File: src/design/bpc_pkg.sv
// Shared types, constants and tables of the barometric compensation pipeline.
// No dependencies.
`timescale 1ns / 1ps
package bpc_pkg;

   typedef logic signed [31:0] s32_type;

   // Pipeline depth: temperature 5, pressure 11, altitude 4 stages.
   localparam int NSTG     = 20;
   localparam int TEMP_STG = 5;
   localparam int PRES_STG = 11;
   localparam int ALT_STG  = 4;

   // Configuration register indexes.
   typedef enum logic [2:0] {
      REG_CALIB_A  = 3'd0,
      REG_CALIB_B  = 3'd1,
      REG_CALIB_C  = 3'd2,
      REG_VERSION3 = 3'd3,
      REG_RESIDUAL = 3'd4,
      REG_ALT_OFS  = 3'd5
   } reg_index_type;

   typedef struct packed {
      s32_type c0;
      s32_type c1;
      s32_type c2;
      s32_type c3;
      s32_type c4;
      s32_type c5;
      s32_type c6;
      s32_type c7;
      s32_type c8;
      s32_type c9;
      s32_type c10;
      s32_type c11;
      s32_type c12;
   } coef_type;

   typedef struct packed {
      logic       version_three;
      logic [1:0] residual_mode;
   } mode_type;

   // Altitude segments: base pressure (Pa), constant, linear and square terms.
   localparam int ALT_BASE [16] = '{103000, 98000, 93000, 88000, 83000, 78000, 73000,
      68000, 63000, 58000, 53000, 48000, 43000, 38000, 33000, 28000};
   localparam int ALT_C1 [16] = '{-138507, 280531, 717253, 1173421, 1651084, 2152645,
      2680954, 3239426, 3832204, 4464387, 5142359, 5874268, 6670762, 7546157, 8520395,
      9622536};
   localparam int ALT_C2 [16] = '{-21007, -21869, -22813, -23854, -25007, -26292,
      -27735, -29366, -31229, -33377, -35885, -38855, -42434, -46841, -52412, -59704};
   localparam int ALT_C3 [16] = '{311, 338, 370, 407, 450, 501, 560, 632, 719, 826,
      960, 1131, 1354, 1654, 2072, 2682};

   function automatic coef_type decode_coef(logic [62:0] a, logic [59:0] b,
                                            logic [36:0] c);
      coef_type r;
      r.c0  = 32'(signed'(a[11:0]));
      r.c1  = 32'(signed'(a[22:12]));
      r.c2  = 32'(signed'(a[31:23]));
      r.c3  = 32'(signed'(a[44:32]));
      r.c4  = 32'(signed'(a[62:45]));
      r.c5  = 32'(signed'(b[14:0]));
      r.c6  = 32'(signed'(b[27:15]));
      r.c7  = 32'(signed'(b[46:28]));
      r.c8  = 32'(signed'(b[59:47]));
      r.c9  = 32'(signed'(c[13:0]));
      r.c10 = 32'(signed'(c[23:14]));
      r.c11 = 32'(signed'(c[31:24]));
      r.c12 = 32'(signed'(c[36:32]));
      return r;
   endfunction

   // Low 11 bits as a non-negative value.
   function automatic s32_type lo11(s32_type a);
      return {21'd0, a[10:0]};
   endfunction

endpackage

File: src/design/bpc_alt.sv
// Altitude stages: piecewise quadratic in pressure, offset, saturation; output registers.
// Depends on bpc_pkg.
`timescale 1ns / 1ps
module bpc_alt (
   input  logic                        clock,
   input  logic [bpc_pkg::ALT_STG-1:0] en,
   input  logic [17:0]                 pressure,
   input  logic signed [15:0]          temp_centi,
   input  logic signed [24:0]          offset_mm,
   output logic signed [15:0]          temp_out,
   output logic [17:0]                 pressure_out,
   output logic signed [24:0]          altitude_out
);
   logic [3:0]         seg;
   logic signed [18:0] dp0_17, dp0_18;
   logic signed [24:0] a1_17, a1_18, a1_19;
   logic signed [16:0] a2_17;
   logic signed [12:0] a3_17;
   logic signed [47:0] ma_18, ma_19, mc_19, alt_sum, alt_net;
   logic signed [21:0] mb_18;
   logic signed [31:0] mb_full;
   logic [17:0]        p_ff [17:20];
   logic signed [15:0] tc_ff [17:20];
   logic signed [24:0] alt_ff;

   // First segment whose base the pressure reaches; last segment otherwise.
   always_comb begin
      seg = 4'd15;
      for (int i = 14; i >= 0; i--) begin
         if (signed'({14'd0, pressure}) >= bpc_pkg::ALT_BASE[i]) begin
            seg = 4'(i);
         end
      end
   end

   assign mb_full = a3_17 * dp0_17;
   assign alt_sum = (48'(a1_19) <<< 6) + (ma_19 >>> 2) + (mc_19 >>> 4);
   assign alt_net = (alt_sum >>> 6) - 48'(offset_mm);

   always_ff @(posedge clock) begin
      if (en[0]) begin
         dp0_17 <= 19'(signed'({14'd0, pressure}) - bpc_pkg::ALT_BASE[seg]);
         a1_17  <= 25'(bpc_pkg::ALT_C1[seg]);
         a2_17  <= 17'(bpc_pkg::ALT_C2[seg]);
         a3_17  <= 13'(bpc_pkg::ALT_C3[seg]);
         p_ff[17]  <= pressure;
         tc_ff[17] <= temp_centi;
      end
      if (en[1]) begin
         ma_18  <= a2_17 * dp0_17;
         mb_18  <= 22'(mb_full >>> 10);
         dp0_18 <= dp0_17;
         a1_18  <= a1_17;
         p_ff[18]  <= p_ff[17];
         tc_ff[18] <= tc_ff[17];
      end
      if (en[2]) begin
         mc_19 <= mb_18 * dp0_18;
         ma_19 <= ma_18;
         a1_19 <= a1_18;
         p_ff[19]  <= p_ff[18];
         tc_ff[19] <= tc_ff[18];
      end
      if (en[3]) begin
         if (alt_net > 48'sd16777215) begin
            alt_ff <= 25'sh0FFFFFF;
         end else if (alt_net < -48'sd16777216) begin
            alt_ff <= -25'sh1000000;
         end else begin
            alt_ff <= alt_net[24:0];
         end
         p_ff[20]  <= p_ff[19];
         tc_ff[20] <= tc_ff[19];
      end
   end

   assign temp_out     = tc_ff[20];
   assign pressure_out = p_ff[20];
   assign altitude_out = alt_ff;
endmodule

File: config.mk
export PLATFORM = sky130hd
export DESIGN_NAME = bpc_alt
export DESIGN_NICKNAME = d
export VERILOG_FILES = /design/src/design/bpc_pkg.sv /design/src/design/bpc_alt.sv
export SDC_FILE = /design/constraint.sdc
export NUM_CORES = 2
export LEC_CHECK = 0
export BUFFER_PORTS_ARGS = -buffer_cell sky130_fd_sc_hd__buf_2
export CAP_MARGIN = 40
export CORE_MARGIN = 5
export CORE_UTILIZATION = 59
export CTS_CLUSTER_SIZE = 20
export DETAILED_ROUTE_END_ITERATION = 12
export GPL_TIMING_DRIVEN = 0
export PLACE_DENSITY = 0.76
export RECOVER_POWER = 25
export SYNTH_ARGS = -nofsm -noshare
export SYNTH_HDL_FRONTEND = slang
export SYNTH_SLANG_ARGS = --single-unit
File: constraint.sdc
create_clock -name clock -period 8.2 [get_ports clock]
set_input_delay 1.64 -clock clock [delete_from_list [all_inputs] [get_ports clock]]
set_output_delay 1.64 -clock clock [all_outputs]
set_load 0.005 [all_outputs]
**After elaboration in Yosys (flattened, before gate mapping)**

Memory sizes are Yosys's and may differ from the RTL's. A register that Yosys moved wholly into a read port is not among the register bits.
Index checks and enable logic that the tools add are counted.

- Input bits: 64
- Memories: 6
- Bits in registers: 272
- Memory bits (writable): 136
- Word-level logic and storage cells: 67
- Bits in read-only memories: 2048
- Output and inout bits: 59

- Add/sub/neg operators: 4
- Bitwise operators: 1
- Muxes and demuxes: 26
- Magnitude comparators: 18
- Multiply operators: 3

Memories:

| memory | words | bits a word | rd ports | clocked after Yosys merged registers in | wr ports | RTL line | RTL |
|---|---|---|---|---|---|---|---|
| (name not given) | 16 | 32 | 1 | 1 | 0 | bpc_alt.sv:45 | `a3_17 <= 13'(bpc_pkg::ALT_C3[seg]);` |
| (name not given) | 16 | 32 | 1 | 1 | 0 | bpc_alt.sv:44 | `a2_17 <= 17'(bpc_pkg::ALT_C2[seg]);` |
| (name not given) | 16 | 32 | 1 | 1 | 0 | bpc_alt.sv:43 | `a1_17 <= 25'(bpc_pkg::ALT_C1[seg]);` |
| (name not given) | 16 | 32 | 1 | 0 | 0 | bpc_alt.sv:42 | `dp0_17 <= 19'(signed'({14'd0, pressure}) - bpc_pkg::ALT_BASE[seg]);` |
| p_ff | 4 | 18 | 4 | 0 | 4 | bpc_alt.sv:22 | `logic [17:0] p_ff [17:20];` |
| tc_ff | 4 | 16 | 4 | 0 | 4 | bpc_alt.sv:23 | `logic signed [15:0] tc_ff [17:20];` |

Operator list:

| cell | count |
|---|---|
| greater-or-equal comparator 18 x 17 -> 1 bit (second input constant) | 8 |
| greater-or-equal comparator 18 x 16 -> 1 bit (second input constant) | 7 |
| adder 47 x 37 -> 48 bit | 1 |
| adder 31 x 46 -> 47 bit | 1 |
| > comparator 43 x 25 -> 1 bit (second input constant) | 1 |
| less-than comparator 43 x 25 -> 1 bit (second input constant) | 1 |
| subtractor 42 x 25 -> 43 bit | 1 |
| multiplier 22 x 19 -> 41 bit | 1 |
| 2-to-1 mux 19 bit | 2 |
| multiplier 17 x 19 -> 36 bit | 1 |
| 2-to-1 mux 4 bit | 9 |
| multiplier 13 x 19 -> 32 bit | 1 |
| 2-to-1 mux 25 bit | 1 |
| subtractor 19 bit | 1 |
| 2-to-1 mux 1 bit | 9 |
| 2-to-1 mux 3 bit | 3 |
| greater-or-equal comparator 5 bit (second input constant) | 1 |
| inverter 4 -> 5 bit | 1 |
| 2-to-1 mux 2 bit | 2 |

**Logic depth before layout (Yosys ltp)**

- Depth after elaboration: 21
- Gate-level depth with buffers: 29
- Mapped depth without buffers: 27

**Worst setup path before layout**

Ideal clock, no wire load.

- Path kind: register to register
- From: register dp0_17[2]
- To: register ma_18[32] (data pin)
- Stages on the path, launching flop included: 23
- Setup slack: 1.221 ns
- Path buffers: 2
- Data arrival time: 6.721 ns
- Cell sequence: edfxtp_1 -> clkbuf_1 -> clkbuf_1 -> nand2_1 -> fa_1 -> inv_1 -> fa_1 -> inv_1 -> fa_1 -> fa_1 -> fa_1 -> inv_1 -> fa_1 -> ha_1 -> a2111o_1 -> or3b_2 -> o21ai_0 -> o21ai_0 -> a41oi_1 -> a31oi_1 -> a211o_1 -> a21oi_1 -> xnor2_1

- Cells in the longest elaborated chain, start to end: 1

RTL lines:

| element | RTL line | RTL |
|---|---|---|
| start: declaration | bpc_alt.sv:15 | `logic signed [18:0] dp0_17, dp0_18;` |
| start signal: assignment | bpc_alt.sv:42 |  |
| multiplier 17 x 19 -> 36 bit | bpc_alt.sv:50 | `ma_18 <= a2_17 * dp0_17;` |
| end signal: assignment | bpc_alt.sv:50 |  |
| end: declaration | bpc_alt.sv:19 | `logic signed [47:0] ma_18, ma_19, mc_19, alt_sum, alt_net;` |

No other way between the ends.
A chain may end at the register's enable or synchronous reset.

**Worst setup path after layout**

- From: register dp0_17[5]
- To: register ma_18[32] (data pin)

The elaborated chain is that of the path after synthesis.

==> key figures <==
Logic synthesis
  • Cell taking the most area after synthesis: fa_1
  • Syn_area_per_cell: 10.3 um^2
  • Yosys warns: 0
  • Yosys top cell area share: 36.1%
  • Post-Synthesis Cells: 5,292
  • Dominant cells by area after synthesis: fa_1 36%, edfxtp_1 23%, ha_1 8.7%
  • Asr flop ratio synth: 0%
  • Top FF cell, synth: edfxtp_1
  • Sequential-to-total area share from yosys stat: 23.3%
  • Mapped Nets: 6,722
  • FF+latch count, synth: 423
  • Cell variety after synth: 89
  • Number of synthesized flops with an enable pin: 423
  • Post-synth design cell area: 54,600 um^2

Finish
  • Finished Cell Area: 58,900 um^2
  • Layout cell share with drive strength beyond 1: 6.91%
  • Final Util: 64.2%
  • Area grow syn2layout: 7.90%
  • Fillers: 7,306
  • NumNets Final: 6,927

CTS
  • Reg clk slew, reported paths: 60 ps
  • CTS tree: built
  • Total number of H-tree levels: 2
  • CTS Buf Count: 45
  • Total clock sinks: 423
  • Max Root-Sink Buffers: 3
  • Clock root buffer: clkbuf_16
  • Clock insertion delay at the later pin of the skew report: 590 ps
  • Hold-fix buffers at CTS: 0

STA
  • Slew headroom: 42.7%
  • Period utilization: 97.7%
  • Fmax: 125 MHz
  • Setup TNS: 0 ps
  • RSZ-0062 raised after global routing: yes
  • Measured slew at the worst slew-check pin: 860 ps
  • Setup slack after layout: 185 ps
  • Final setup fails: 0
  • Final Skew: 32.4 ps
  • Period minus WS final: 8010 ps
  • Final hold vios: 0
  • Slew Viols, Final: 0

Worst setup path
  • Crit path capture type: register
  • Startpoint types: register
  • WS Path Type: reg2reg
  • Worst flop-to-flop path startpoint: dp0_17[5]
  • R2R Setup Slk: 190 ps
  • CP arrival: 8330 ps
  • Crit Reg-Reg Endpoint: ma_18[32]
  • Data required time of the critical path: 8510 ps
  • CP Max Fanout: 10
  • Worst reg2reg path depth: 22

GRT
  • Gr usage total: 29.8%
  • Remaining Overflow, GRT: 0
  • Initial antenna violation count: 9
  • First-pass GRT wire length: 227 mm
  • Largest net degree at the start of global routing: 101
  • Vias in the first global route: 40,500

Placement
  • Place WS: -799 ps
  • Placed cell area: 56,900 um^2
  • Post-DP HPWL: 116 mm
  • PortBufs: 122
  • GP Congestion: 1.01

Worst hold path
  • Worst hold path class: reg2reg
  • Hold Path Depth: 0
  • Hold EP: ma_19[24]
  • Hold wc startpoint: ma_18[24]

Routing
  • Starting DRT DRC Count: 3,481
  • Vias after detailed routing: 38,600
  • Vias per cell: 5.69
  • Remaining routing DRC violations: 0
  • Final ANT Viol Nets: 0
  • First-pass iteration count of the detailed router: 6
  • Wire per inst: 21.2 um
  • Total routed wirelength: 144 mm

Floorplan
  • Die height: 314 um
  • Die span in x: 314 um
  • Io pins: 123
  • Core Region: 91,800 um^2
  • Die area: 98,700 um^2
  • Initial Util: 59.5%
  • Rows: 111

Run status
  • Run status: finished clean

Job
  • Max cap viols: 0
-- how the worst max path moves through the flow --
stage / from / to / slack, ps / cells after the start
floorplan: dp0_17[2] / ma_18[32] / 1220 / 22
global placement: dp0_17[15] / ma_18[32] / -700 / 22
detailed placement: dp0_17[15] / ma_18[32] / -800 / 22
CTS: dp0_17[8] / ma_18[32] / 8 / 22
global route: dp0_18[4] / mc_19[39] / -100 / 25
finish: dp0_17[5] / ma_18[32] / 190 / 22
-- sequential cells by signal, indices dropped and copies added (netlist names), 19 cells and up --
name          count
a1_17            25
a1_18            25
a1_19            25
altitude_out     25
dp0_17           19
dp0_18           19
ma_18            34
ma_19            34
mb_18            22
mc_19            37
p_ff             66
tc_ff            64
-- worst max-delay path, cell delays in order, from the launching register on --
cell      delay (ps)
edfxtp_1         490
clkbuf_2         350
clkbuf_1         600
nand2_1          170
fa_1             460
fa_1             450
fa_1             550
inv_1             50
fa_1             490
inv_1             60
fa_1             520
inv_1             50
fa_1             490
ha_1             280
a2111o_1         380
or3b_2           480
o21ai_2          250
o21ai_0          260
a41oi_1          360
a31oi_1          190
a211o_1          300
a21oi_1          170
xnor2_1          310
-- cells in the mapped netlist (5+ instances only) --
cell type	number
or3_1	9
nor2_1	149
a21boi_0	19
xor2_1	47
buf_1	10
and4_1	9
o31ai_1	8
nand3_1	52
or2_2	6
fa_1	985
o21bai_1	15
nand4_1	17
edfxtp_1	423
o311ai_0	6
buf_4	37
a31o_2	5
o22ai_1	6
nor4_1	11
nand3b_1	5
buf_2	7
clkbuf_1	216
o2111ai_1	7
inv_1	1005
a31oi_1	24
nand2_1	664
o21ai_1	5
xnor2_1	117
a211oi_1	16
mux2i_1	5
o21ai_0	111
a21o_1	89
o211ai_1	12
ha_1	381
a211o_1	11
and2_1	389
o31a_1	6
nor2b_1	25
and3_1	20
a21oi_1	162
nand2b_1	41
nor3_1	49
o21a_1	30
-- per-stage QoR --
stage                     hold slack (ps)  std cells
after floorplan                       400       5292
after global placement                400       6657
after detailed placement              405       6664
after CTS                             395       6742
after global routing                  403       6776
final                                 397       6780
-- routing by layer --
metal  up-vias  part of all wire (%)  global-route usage, %
met2      1708                    46                   47.0
met5         -                 0.038                      0
met3       351                   9.2                   7.08
met1     19500                    40                   40.1
met4         8                   5.0                   12.6
li1      17000                     -                      -
-- repair_timing --
item,4_1_cts,5_1_grt
setup buffers,15,46
resized for setup,53,33
endpoints found under the setup margin,21,15
-- logic make-up after synthesis --
family,after synthesis,share of synthesized area (%)
xor gates and xnor gates,164,2.63
DFF,423,23.3
AOI/OAI and AO/OA,589,7.11
adders and majority gates,1366,44.8
muxes,7,0.133
buffers and inverters,1281,9.11
and+or+nand+nor,1462,12.9
-- layout by cell type (no fill, tap or decap), types with 20 or more instances in the layout --
master     synthesis  final
buf_4             37     79
clkbuf_16          0     45
nand3_1           52     52
a21o_1            89     89
o21ai_0          111    109
clkbuf_2           2     54
ha_1             381    381
fa_1             985    984
nand2_1          664    664
clkbuf_1         216    155
nand2b_1          41     41
edfxtp_1         423    423
buf_2              7    122
nor3_1            49     49
o21a_1            30     30
a31oi_1           24     24
inv_1           1005   1005
and2_1           389    389
xor2_1            47     47
xnor2_1          117    115
nor2_1           149    149
and3_1            20     20
a21oi_1          162    162
nor2b_1           25     25
-- layout make-up --
| cell class | instances | area [um^2] | share of cell area, % |
|---|---|---|---|
| Multi-Input combinational cell | 3588 | 37000 | 62.7 |
| Sequential cell | 423 | 12700 | 21.6 |
| Inverter | 1007 | 3780 | 6.42 |
| Tap cell | 1243 | 1560 | 2.64 |
| Timing Repair Buffer | 191 | 1250 | 2.13 |
| Clock buffer | 53 | 1160 | 1.96 |
| Buffer | 241 | 1150 | 1.96 |
| Clock inverter | 29 | 354 | 0.601 |
| Antenna cell | 5 | 12.5 | 0.0212 |
Power is left out: the tool's default activity adds up to more than one toggle a clock period on the data nets, which glitch-free logic cannot reach.
